$ cat src/hw/rtl/ordered_array_list_engine_unit_assert.svh
// ----------------------------------------------------------------------------
// Assertion macros for the ordered array list engine
// Concurrent checks that compile away when SYNTH is defined.
// ----------------------------------------------------------------------------
`ifndef ORDERED_ARRAY_LIST_ENGINE_UNIT_ASSERT_SVH
`define ORDERED_ARRAY_LIST_ENGINE_UNIT_ASSERT_SVH

`ifndef SYNTH
// check a property every clock while out of reset
`define OALE_ASSERT(lbl, clk, rstn, prop, msg) \
  lbl: assert property (@(posedge clk) disable iff (!rstn) prop) else $error(msg);
// check a property every clock, reset included
`define OALE_ASSERT_ALWAYS(lbl, clk, prop, msg) \
  lbl: assert property (@(posedge clk) prop) else $error(msg);
`else
`define OALE_ASSERT(lbl, clk, rstn, prop, msg)
`define OALE_ASSERT_ALWAYS(lbl, clk, prop, msg)
`endif

`endif

$ cat src/hw/rtl/oale_pkg.sv
// ----------------------------------------------------------------------------
// oale_pkg
// Shared widths, request codes and the result record of the list engine.
// ----------------------------------------------------------------------------
package oale_pkg;

  localparam int OP_W     = 3;
  localparam int POS_W    = 9;
  localparam int DATA_W   = 32;
  localparam int FILL_W   = 9;
  localparam int IN_TDATA_W  = 48;
  localparam int OUT_TDATA_W = 48;

  localparam int DEF_CAPACITY = 256;

  // request codes
  localparam logic [OP_W-1:0] OP_INSERT       = 3'd0;
  localparam logic [OP_W-1:0] OP_REMOVE_AT    = 3'd1;
  localparam logic [OP_W-1:0] OP_READ         = 3'd2;
  localparam logic [OP_W-1:0] OP_REMOVE_VALUE = 3'd3;
  localparam logic [OP_W-1:0] OP_FIND         = 3'd4;
  localparam logic [OP_W-1:0] OP_COUNT        = 3'd5;
  localparam logic [OP_W-1:0] OP_SUM          = 3'd6;

  localparam logic [DATA_W-1:0] NOT_FOUND = '1;

  // one finished result, sequencer to output register
  typedef struct packed {
    logic [FILL_W-1:0] fill_count;
    logic [DATA_W-1:0] result_data;
    logic              ok;
  } res_t;

endpackage

$ cat src/hw/rtl/oale_ctrl.sv
// ----------------------------------------------------------------------------
// oale_ctrl
// Request sequencer: walks the list storage one RAM read per cycle to
// shift, search, count and sum, and keeps the fill count.
// ----------------------------------------------------------------------------
`include "ordered_array_list_engine_unit_assert.svh"

module oale_ctrl import oale_pkg::*; #(
  parameter int CAPACITY = DEF_CAPACITY
) (
  input  logic                        clk,
  input  logic                        rst_n,
  // request side
  input  logic                        req_valid,
  output logic                        req_ready,
  input  logic [OP_W-1:0]             req_type,
  input  logic [POS_W-1:0]            req_position,
  input  logic [DATA_W-1:0]           req_value,
  // result side
  output logic                        res_valid,
  input  logic                        res_ready,
  output res_t                        res,
  // storage RAM
  output logic                        ram_wr_en,
  output logic [$clog2(CAPACITY)-1:0] ram_wr_addr,
  output logic [DATA_W-1:0]           ram_wr_data,
  output logic [$clog2(CAPACITY)-1:0] ram_rd_addr,
  input  logic [DATA_W-1:0]           ram_rd_data
);

  localparam int AW    = $clog2(CAPACITY);
  localparam int CNT_W = $clog2(CAPACITY + 1);
  localparam int CW    = (CNT_W > POS_W) ? CNT_W : POS_W;

  localparam logic [2:0] S_IDLE = 3'd0;
  localparam logic [2:0] S_SCAN = 3'd1;
  localparam logic [2:0] S_SHUP = 3'd2;
  localparam logic [2:0] S_SHDN = 3'd3;
  localparam logic [2:0] S_RD   = 3'd4;
  localparam logic [2:0] S_DONE = 3'd5;

  logic [2:0]        state_r, state_nxt;
  logic [OP_W-1:0]   op_r, op_nxt;
  logic [CNT_W-1:0]  pos_r, pos_nxt;
  logic [DATA_W-1:0] val_r, val_nxt;
  logic [CNT_W-1:0]  cnt_r, cnt_nxt;
  logic [CNT_W-1:0]  ptr_r, ptr_nxt;
  logic              rv_r, rv_nxt;
  logic [AW-1:0]     ra_r, ra_nxt;
  logic [DATA_W-1:0] acc_r, acc_nxt;
  logic              ok_r, ok_nxt;
  logic [DATA_W-1:0] dat_r, dat_nxt;

  logic              req_fire;
  logic [CW-1:0]     pos_ext;
  logic [CW-1:0]     cnt_ext;
  logic              match;
  logic              hit;
  logic              scan_go;
  logic [CNT_W:0]    ptr_inc;
  logic              ram_rd_any;

  assign req_ready = (state_r == S_IDLE);
  assign req_fire  = req_valid && req_ready;
  assign pos_ext   = CW'(req_position);
  assign cnt_ext   = CW'(cnt_r);

  // compare of the word coming back from the RAM
  assign match   = (ram_rd_data == val_r);
  assign hit     = rv_r && match && ((op_r == OP_FIND) || (op_r == OP_REMOVE_VALUE));
  assign scan_go = (ptr_r < cnt_r) && !hit;
  assign ptr_inc = {1'b0, ptr_r} + (CNT_W + 1)'(1);

  // sequencer
  always_comb begin
    state_nxt   = state_r;
    op_nxt      = op_r;
    pos_nxt     = pos_r;
    val_nxt     = val_r;
    cnt_nxt     = cnt_r;
    ptr_nxt     = ptr_r;
    rv_nxt      = 1'b0;
    ra_nxt      = ra_r;
    acc_nxt     = acc_r;
    ok_nxt      = ok_r;
    dat_nxt     = dat_r;
    ram_wr_en   = 1'b0;
    ram_wr_addr = ra_r;
    ram_wr_data = ram_rd_data;
    ram_rd_addr = ptr_r[AW-1:0];
    ram_rd_any  = 1'b0;

    case (state_r)
      S_IDLE: begin
        if (req_fire) begin
          op_nxt  = req_type;
          pos_nxt = pos_ext[CNT_W-1:0];
          val_nxt = req_value;
          acc_nxt = '0;
          ok_nxt  = 1'b0;
          dat_nxt = '0;
          case (req_type)
            OP_INSERT: begin
              if ((pos_ext <= cnt_ext) && (cnt_r < CNT_W'(CAPACITY))) begin
                ok_nxt    = 1'b1;
                ptr_nxt   = cnt_r;
                state_nxt = S_SHUP;
              end else begin
                state_nxt = S_DONE;
              end
            end
            OP_REMOVE_AT: begin
              if (pos_ext < cnt_ext) begin
                ok_nxt    = 1'b1;
                ptr_nxt   = pos_ext[CNT_W-1:0];
                state_nxt = S_SHDN;
              end else begin
                state_nxt = S_DONE;
              end
            end
            OP_READ: begin
              if (pos_ext < cnt_ext) begin
                state_nxt = S_RD;
              end else begin
                dat_nxt   = NOT_FOUND;
                state_nxt = S_DONE;
              end
            end
            OP_REMOVE_VALUE, OP_FIND, OP_COUNT, OP_SUM: begin
              ptr_nxt   = '0;
              state_nxt = S_SCAN;
            end
            default: begin
              state_nxt = S_DONE;
            end
          endcase
        end
      end

      // linear pass from entry 0, one read per cycle
      S_SCAN: begin
        if (scan_go) begin
          ram_rd_addr = ptr_r[AW-1:0];
          ram_rd_any  = 1'b1;
          ptr_nxt     = ptr_r + CNT_W'(1);
          rv_nxt      = 1'b1;
          ra_nxt      = ptr_r[AW-1:0];
        end
        if (rv_r) begin
          if (op_r == OP_SUM) begin
            acc_nxt = acc_r + ram_rd_data;
          end else if (match) begin
            acc_nxt = acc_r + DATA_W'(1);
          end
        end
        if (hit) begin
          ok_nxt = 1'b1;
          if (op_r == OP_FIND) begin
            dat_nxt   = DATA_W'(ra_r);
            state_nxt = S_DONE;
          end else begin
            ptr_nxt   = CNT_W'(ra_r);
            state_nxt = S_SHDN;
          end
        end else if (!scan_go && !rv_r) begin
          case (op_r)
            OP_FIND: begin
              ok_nxt  = 1'b0;
              dat_nxt = NOT_FOUND;
            end
            OP_COUNT, OP_SUM: begin
              ok_nxt  = 1'b1;
              dat_nxt = acc_r;
            end
            default: begin
              ok_nxt  = 1'b0;
              dat_nxt = '0;
            end
          endcase
          state_nxt = S_DONE;
        end
      end

      // move entries up: read i-1, write i on the next cycle
      S_SHUP: begin
        if (rv_r) begin
          ram_wr_en   = 1'b1;
          ram_wr_addr = ra_r + AW'(1);
          ram_wr_data = ram_rd_data;
        end
        if (ptr_r > pos_r) begin
          ram_rd_addr = AW'(ptr_r - CNT_W'(1));
          ram_rd_any  = 1'b1;
          ptr_nxt     = ptr_r - CNT_W'(1);
          rv_nxt      = 1'b1;
          ra_nxt      = AW'(ptr_r - CNT_W'(1));
        end else if (!rv_r) begin
          ram_wr_en   = 1'b1;
          ram_wr_addr = pos_r[AW-1:0];
          ram_wr_data = val_r;
          cnt_nxt     = cnt_r + CNT_W'(1);
          state_nxt   = S_DONE;
        end
      end

      // move entries down: read i+1, write i on the next cycle
      S_SHDN: begin
        if (rv_r) begin
          ram_wr_en   = 1'b1;
          ram_wr_addr = ra_r - AW'(1);
          ram_wr_data = ram_rd_data;
        end
        if (ptr_inc < {1'b0, cnt_r}) begin
          ram_rd_addr = ptr_inc[AW-1:0];
          ram_rd_any  = 1'b1;
          ptr_nxt     = ptr_inc[CNT_W-1:0];
          rv_nxt      = 1'b1;
          ra_nxt      = ptr_inc[AW-1:0];
        end else if (!rv_r) begin
          cnt_nxt   = cnt_r - CNT_W'(1);
          state_nxt = S_DONE;
        end
      end

      // single-entry read
      S_RD: begin
        if (!rv_r) begin
          ram_rd_addr = pos_r[AW-1:0];
          ram_rd_any  = 1'b1;
          rv_nxt      = 1'b1;
          ra_nxt      = pos_r[AW-1:0];
        end else begin
          ok_nxt    = 1'b1;
          dat_nxt   = ram_rd_data;
          state_nxt = S_DONE;
        end
      end

      // hand the result to the output register
      S_DONE: begin
        if (res_ready) begin
          state_nxt = S_IDLE;
        end
      end

      default: begin
        state_nxt = S_IDLE;
      end
    endcase
  end

  // control state
  always_ff @(posedge clk) begin
    if (!rst_n) begin
      state_r <= S_IDLE;
      cnt_r   <= '0;
      ptr_r   <= '0;
      rv_r    <= 1'b0;
    end else begin
      state_r <= state_nxt;
      cnt_r   <= cnt_nxt;
      ptr_r   <= ptr_nxt;
      rv_r    <= rv_nxt;
    end
  end

  // request and result payload
  always_ff @(posedge clk) begin
    op_r  <= op_nxt;
    pos_r <= pos_nxt;
    val_r <= val_nxt;
    ra_r  <= ra_nxt;
    acc_r <= acc_nxt;
    ok_r  <= ok_nxt;
    dat_r <= dat_nxt;
  end

  assign res_valid       = (state_r == S_DONE);
  assign res.ok          = ok_r;
  assign res.result_data = dat_r;
  assign res.fill_count  = FILL_W'(cnt_r);

  `OALE_ASSERT(a_cnt_cap, clk, rst_n, cnt_r <= CNT_W'(CAPACITY), "fill count above capacity")
  `OALE_ASSERT(a_ptr_cnt, clk, rst_n, ptr_r <= cnt_r, "walk pointer past fill count")
  `OALE_ASSERT(a_no_rw_clash, clk, rst_n, (ram_wr_en && ram_rd_any) |-> (ram_wr_addr != ram_rd_addr), "read and write hit the same entry")
  `OALE_ASSERT(a_rv_busy, clk, rst_n, rv_r |-> ((state_r != S_IDLE) && (state_r != S_DONE)), "read in flight outside a walk")

endmodule

$ cat config.mk
export PLATFORM = sky130hd
export DESIGN_NAME = oale_ctrl
export DESIGN_NICKNAME = d
export VERILOG_FILES = /design/src/hw/rtl/oale_pkg.sv /design/src/hw/rtl/oale_ctrl.sv
export VERILOG_INCLUDE_DIRS = /design/src /design/src/hw/rtl
export SDC_FILE = /design/constraint.sdc
export NUM_CORES = 1
export LEC_CHECK = 0
export BUFFER_PORTS_ARGS = -buffer_cell sky130_fd_sc_hd__buf_2
export CAP_MARGIN = 40
export CORE_MARGIN = 1
export CORE_UTILIZATION = 60
export CTS_CLUSTER_SIZE = 25
export DETAILED_ROUTE_END_ITERATION = 16
export GPL_TIMING_DRIVEN = 0
export PLACE_DENSITY_LB_ADDON = 0.12
export SETUP_SLACK_MARGIN = 0.02
export SYNTH_ARGS = -nofsm -noshare
export SYNTH_HDL_FRONTEND = slang
export SYNTH_SLANG_ARGS = --single-unit
$ cat constraint.sdc
create_clock -name clk -period 9 [get_ports clk]
set_input_delay 0.9 -clock clk [delete_from_list [all_inputs] [get_ports clk]]
set_output_delay 0.9 -clock clk [all_outputs]
set_load 0.01 [all_outputs]
==> impl_metrics.env, run 1 <==
export IMPL_ys_warnings_count=0
export IMPL_tns_ps=0
export IMPL_path_cells="ha_1 > nand3_1 > nor2_1 > xor2_1 > ha_1 > and3_1 > a221o_1 > a31oi_1 > and3_1 > clkbuf_1 > o2bb2ai_1 > o21ai_0 > o211ai_1 > buf_2"
export IMPL_setup_viol=0
export IMPL_place_ws_ps=4100
export IMPL_core_area_sq_um=18000
export IMPL_area_growth_pct=16.9
export IMPL_ys_seq_elements=139
export IMPL_hold_class="reg2reg"
export IMPL_slew_violations=0
export IMPL_leakage_nw=5.37
export IMPL_r2r_end="ptr_r[4]"
export IMPL_dieHeight_microns=138
export IMPL_syn_instance_count=1217
export IMPL_grt_pass1_vias=9785
export IMPL_drt_iter0_drc=1396
export IMPL_status="finished clean"
export IMPL_critical_path_max_stage_delay_ps=650
export IMPL_synth_area_per_cell_sq_um=9.11
export IMPL_total_power_w=0.00453
export IMPL_cp_required_ps=8100
export IMPL_holdBufCountCts=0
export IMPL_cts_buffers=17
export IMPL_period_share_pct=61.4
export IMPL_grt_max_degree=25
export IMPL_clk_pin_slew_ps=60
export IMPL_grt_usage_pct=40.2
export IMPL_slowest_stage="dfxtp_1"
export IMPL_pwr_share_seq_pct=26.6
export IMPL_hpwl_mm=28.6
export IMPL_min_delay_start="cnt_ext[8]"
export IMPL_worst_slack_ps=3480
export IMPL_antennaDiodeCount=0
export IMPL_rsz0062_at_grt="no"
export IMPL_yosysTopAreaCell="edfxtp_1"
export IMPL_hold_end="cnt_ext[8]"
export IMPL_cp_max_fo=10
export IMPL_wl_per_cell_microns=22.8
export IMPL_hold_viol_final=0
export IMPL_rows=49
export IMPL_cts_root_buf="clkbuf_16"
export IMPL_fp_dieW_microns=138
export IMPL_synth_cell_types=84
export IMPL_criticalPathCategory="reg2out"
export IMPL_worstSkewPairLatency_ps=440
export IMPL_fin_skew_ps=9.17
export IMPL_powerDensity_nw_per_um2=349
export IMPL_internal_power_w=0.00242
export IMPL_routabilityCongestion=1.00
export IMPL_initial_core_util_pct=61.5
export IMPL_firstDrtPassIters=6
export IMPL_cts_tree="done"
export IMPL_syn_num_nets=1375
export IMPL_worstHoldPathCells=2
export IMPL_clkPwrFrac_pct=17.0
export IMPL_synthTopCellsByArea="edfxtp_1, ha_1, nand2_1"
export IMPL_cts_setup_buffers=0
export IMPL_drv_cap=0
export IMPL_regToRegStartpoint="ptr_r[1]"
export IMPL_power_ir_vdd_worst_mv=0.199
export IMPL_sw_frac_of_total_pct=46.5
export IMPL_comb_power_share_pct=56.5
export IMPL_numClockSinks=139
export IMPL_layout_drive_gt1_share_pct=20.5
export IMPL_placed_cells=1623
export IMPL_p_switching_w=0.00211
export IMPL_final_min_clock_period_ps=5520
export IMPL_clock_path_buffers=2
export IMPL_clock_fmax_mhz=181
export IMPL_ios=173
export IMPL_ctsResizeCount=0
export IMPL_start_kind="flip-flop"
export IMPL_async_flop_share_pct=0
export IMPL_syn_area_sq_um=11100
export IMPL_synthFlopType="edfxtp_1"
export IMPL_arrival_ps=4620
export IMPL_wl_mm=37.7
export IMPL_max_slew_worst_pin_slew_ps=968
export IMPL_cp_end_kind="output port"
export IMPL_num_vias=10900
export IMPL_slew_headroom_pct=34.9
export IMPL_rrSetupSlack_ps=4590
export IMPL_synth_top_area_share_pct=31.7
export IMPL_antenna_found_initial=0
export IMPL_gr_total_overflow=0
export IMPL_drc=0
export IMPL_seq_area_frac_synth_pct=35.6
export IMPL_antenna_left=0
export IMPL_io_buffers=172
export IMPL_routed_via_density=6.61
export IMPL_rr_worst_depth=14
export IMPL_fin_nets=1571
export IMPL_dieArea_sq_um=19000
export IMPL_layoutNonFillerInstCount=1653
export IMPL_grt_pass1_wl_mm=55.8
export IMPL_synth_edff_count=117
export IMPL_htreeDepth=4
==> per-stage QoR <==
| step | cell area [sq um] | hold slack (ps) | util [%] |
|---|---|---|---|
| 4_1_cts | 13000 | 565 | 72.0 |
| 6_report | 13000 | 565 | 72.0 |
| 2_1_floorplan | 11100 | 531 | - |
| 3_5_place_dp | 12400 | 549 | 68.5 |
| 3_3_place_gp | 12200 | 531 | 67.9 |
| 5_1_grt | 13000 | 602 | 72.0 |
==> kinds of logic after synthesis <==
group,share of synthesized area (%)
flip-flops,35.6
adder cells (fa/ha/maj),8.93
XOR/XNOR,6.95
AO/OA/AOI/OAI,20.1
buffers and inverters,4.32
multiplexers,4.97
AND/OR/NAND/NOR,19.1
==> state kept, by name, summed over array words and instances (netlist names) <==
signal	cells
state_r	3
cnt_ext	9
val_r	32
ptr_r	9
pos_r	9
dat_r	32
ok_r	1
acc_r	32
rv_r	1
ra_r	8
op_r	3
==> area by class of cell <==
| cell class | count | area (sq um) |
|---|---|---|
| multi-input cells | 960 | 6680 |
| fillers | 1413 | 5050 |
| flip-flops and latches | 139 | 3950 |
| repair buffers | 177 | 956 |
| clock buffers | 17 | 425 |
| plain buffers | 76 | 322 |
| well taps | 229 | 287 |
| clock inverters | 13 | 191 |
| inverters | 42 | 158 |
==> layout by cell type (no fill, tap or decap), types with 12 or more instances in the layout <==
cell type / n
inv_1: 42
a21oi_1: 78
dfxtp_1: 22
and2_1: 38
xnor2_1: 36
a21o_1: 20
nand3_1: 44
xor2_1: 52
nor3_1: 31
and3_1: 12
mux2i_1: 18
buf_2: 184
o21ai_0: 51
nand2_1: 122
nand4_1: 15
nor2_1: 105
ha_1: 76
mux2_2: 29
a221o_1: 17
clkbuf_16: 17
edfxtp_1: 117
clkbuf_1: 58
o211ai_1: 40
==> per-layer routing <==
| metal | track usage (%) | part of all wire (%) | vias to the layer above |
|---|---|---|---|
| li1 | - | - | 4900 |
| met1 | 58.3 | 42 | 5194 |
| met2 | 58.5 | 42 | 751 |
| met3 | 9.58 | 13 | 79 |
| met4 | 13.0 | 2.5 | 0 |
| met5 | 0 | 0 | - |
==> synthesized netlist by cell type (7+ instances only) <==
cell and number:
nand2_1 122, edfxtp_1 117, nor2_1 105, a21oi_1 78, ha_1 76, clkbuf_1 58
xor2_1 52, o21ai_0 51, nand3_1 44, inv_1 42, o211ai_1 40, and2_1 39
xnor2_1 36, nor3_1 31, mux2_2 29, dfxtp_1 22, a21o_1 20, mux2i_1 18
a221o_1 17, nand4_1 15, and3_1 12, buf_2 11, a22oi_1 10, nor2b_1 10
nand2b_1 9, or3_1 9, a221oi_1 8, o22ai_1 8, a211oi_1 7, a31oi_1 7
o31ai_1 7
==> worst max path at each step <==
stage	slack, ps	startpoint	end
global placement	1930	ram_rd_data[28]	acc_r[15]
detailed placement	4100	ptr_r[1]	ram_rd_addr[2]
CTS	3630	ptr_r[1]	ram_rd_addr[2]
global route	3380	ptr_r[1]	ram_rd_addr[2]
floorplan	4350	ram_rd_data[26]	acc_r[0]
finish	3480	ptr_r[1]	ram_rd_addr[2]
==> power groups by stage <==
| stage | Sequential (W) | Clock, W | Combinational (W) |
|---|---|---|---|
| after global routing | 0.00122 | 0.000786 | 0.00274 |
| after CTS | 0.00119 | 0.000764 | 0.00249 |
| after floorplan | 0.00120 | 0 | 0.00159 |
| after detailed placement | 0.00120 | 0 | 0.00247 |
| after global placement | 0.00122 | 0 | 0.00237 |
| final | 0.00120 | 0.000768 | 0.00256 |
==> critical path, delay by kind of cell, from the launching register on <==
kind	cells	cell delay (ps)
AND/OR/NAND/NOR	4	970
flip-flops	1	650
XOR/XNOR	1	340
adder cells (fa/ha/maj)	2	770
AO/OA/AOI/OAI	5	900
buffers and inverters	2	570
Note: power is estimated with default switching activity, not from simulation.
==> run 2: changes to the inputs <==
- CORE_UTILIZATION: 60 -> 53
- clock period: 9 -> 5 ns (I/O delays scaled with it)
==> run 2 against run 1 <==
Effect of this change: clock power increased by 73%; cell area grew 0.24%; die area rose by 13%; critical path depth decreased by 1; register-to-register slack worse by 3900 ps; largest cell class unchanged; largest power group unchanged.
==> impl_metrics.env, run 2 (synthesized netlist as in run 1, its figures left out) <==
export IMPL_globalRouteMet1Util_pct=50.7
export IMPL_reg_largest_list="acc_r (32), dat_r (32), val_r (32)"
export IMPL_drt_iter0_drc=1008
export IMPL_clock_fmax_mhz=204
export IMPL_firstDrtPassIters=5
export IMPL_core_area_sq_um=20400
export IMPL_slew_violations=0
export IMPL_cts_root_buf="clkbuf_16"
export IMPL_arrival_ps=4410
export IMPL_area_growth_pct=17.2
export IMPL_routabilityCongestion=1.00
export IMPL_num_vias=10700
export IMPL_cp_required_ps=4500
export IMPL_fillers=1791
export IMPL_seq_area_sq_um=3960
export IMPL_status="finished clean"
export IMPL_max_slew_worst_pin_slew_ps=806
export IMPL_wl_per_cell_microns=22.6
export IMPL_drv_cap=0
export IMPL_design_area_sq_um=13000
export IMPL_ios=173
export IMPL_cp_end_kind="output port"
export IMPL_grt_pass1_wl_mm=58.1
export IMPL_period_share_pct=98.1
export IMPL_fp_dieW_microns=147
export IMPL_hold_class="in2reg"
export IMPL_layout_drive_gt1_share_pct=20.7
export IMPL_fin_skew_ps=11.6
export IMPL_gr_total_overflow=0
export IMPL_rows=52
export IMPL_hpwl_mm=29.5
export IMPL_grt_busiest_layer="met2"
export IMPL_use_met2_pct=51.0
export IMPL_layout_commonest_cell="buf_2"
export IMPL_grt_use_met3_pct=10.4
export IMPL_numClockSinks=139
export IMPL_holdBufCountCts=0
export IMPL_final_cell_mix="buf_2, nand2_1, edfxtp_1"
export IMPL_placed_area_sq_um=12400
export IMPL_grt_pass1_vias=10100
export IMPL_slew_headroom_pct=46.1
export IMPL_grt_max_degree=34
export IMPL_cts_tree="done"
export IMPL_rsz0062_at_grt="no"
export IMPL_setup_viol=0
export IMPL_cp_max_fo=10
export IMPL_drc=0
export IMPL_rrSetupSlack_ps=690
export IMPL_cts_buffers=17
export IMPL_antenna_left=0
export IMPL_final_min_clock_period_ps=4910
export IMPL_fin_nets=1573
export IMPL_criticalPathCategory="reg2out"
export IMPL_grt_usage_pct=35.8
export IMPL_clk_pin_slew_ps=70
export IMPL_initial_core_util_pct=54.5
export IMPL_total_power_w=0.00806
export IMPL_clock_path_buffers=2
export IMPL_antenna_found_initial=1
export IMPL_dieArea_sq_um=21500
export IMPL_leakage_nw=5.35
export IMPL_io_buffers=172
export IMPL_htreeDepth=4
export IMPL_multi_input_area_sq_um=6680
export IMPL_powerDensity_nw_per_um2=620
export IMPL_worstSkewPairLatency_ps=430
export IMPL_hold_viol_final=0
export IMPL_dieHeight_microns=147
export IMPL_wl_mm=38.4
export IMPL_start_kind="flip-flop"
export IMPL_power_ir_vdd_worst_mv=0.344
export IMPL_routed_via_density=6.31
run 2: critical path, stage by stage (launching register included):
cell and delay [ps]:
dfxtp_1 560, clkbuf_1 580, nand3_1 310, xnor2_1 390
ha_1 320, a21o_1 170, a221o_1 290, a31oi_1 190
and3_1 260, clkbuf_1 380, o2bb2ai_1 170, o21ai_0 90
o211ai_1 120, buf_2 160
run 2: metal layers:
metal | vias up | wire length, microns | part of all wire (%)
li1 | 4902 | - | -
met1 | 5064 | 16500 | 43
met2 | 669 | 15900 | 42
met3 | 73 | 4880 | 13
met4 | 0 | 1050 | 2.7
met5 | - | 0 | 0
run 2: path summary, 6_finish.rpt:
check,to,depth (start not counted),start
worst max-delay path,ram_rd_addr[2],13,ptr_r[4]
worst max register to register,acc_r[26],12,op_r[0]
worst min register to register,cnt_ext[8],2,cnt_ext[8]
worst min-delay path,val_r[15],1,req_value[15]
run 2: power breakdown:
group          leakage [nW]  switching (W)  internal (W)
clock network         0.285       0.000542      0.000788
logic                  3.75        0.00292       0.00165
registers              1.31       0.000303       0.00186
total                  5.35        0.00376       0.00429
run 2: final cells by class:
class                      instances  share of cell area, %
sequential                       139                   30.4
inverter                          42                   1.21
tap                              270                   2.60
antenna                            1                 0.0192
clock buffer                      18                   3.30
clock inverter                    13                   1.28
timing repair buffer             179                   7.30
buffer                            76                   2.48
multi-input combinational        960                   51.4
run 2: through the flow:
| stage | hold WS, ps | cells | setup TNS, ps | utilization (%) | setup WS (ps) |
|---|---|---|---|---|---|
| after global routing | 235 | 1698 | 0 | 63.8 | 39.7 |
| after global placement | 541 | 1659 | -88230 | 60.4 | -1890 |
| after detailed placement | 547 | 1665 | 0 | 60.9 | 524 |
| after CTS | 235 | 1696 | 0 | 63.8 | 56.5 |
| final | 240 | 1698 | 0 | 63.8 | 94.7 |
| after floorplan | 531 | 1217 | 0 | - | 709 |
run 2: what timing repair did:
item / 4_1_cts / 5_1_grt
buffers inserted: 0 / 0
gates resized for setup: 0 / 4
endpoints found under the setup margin: 0 / 12
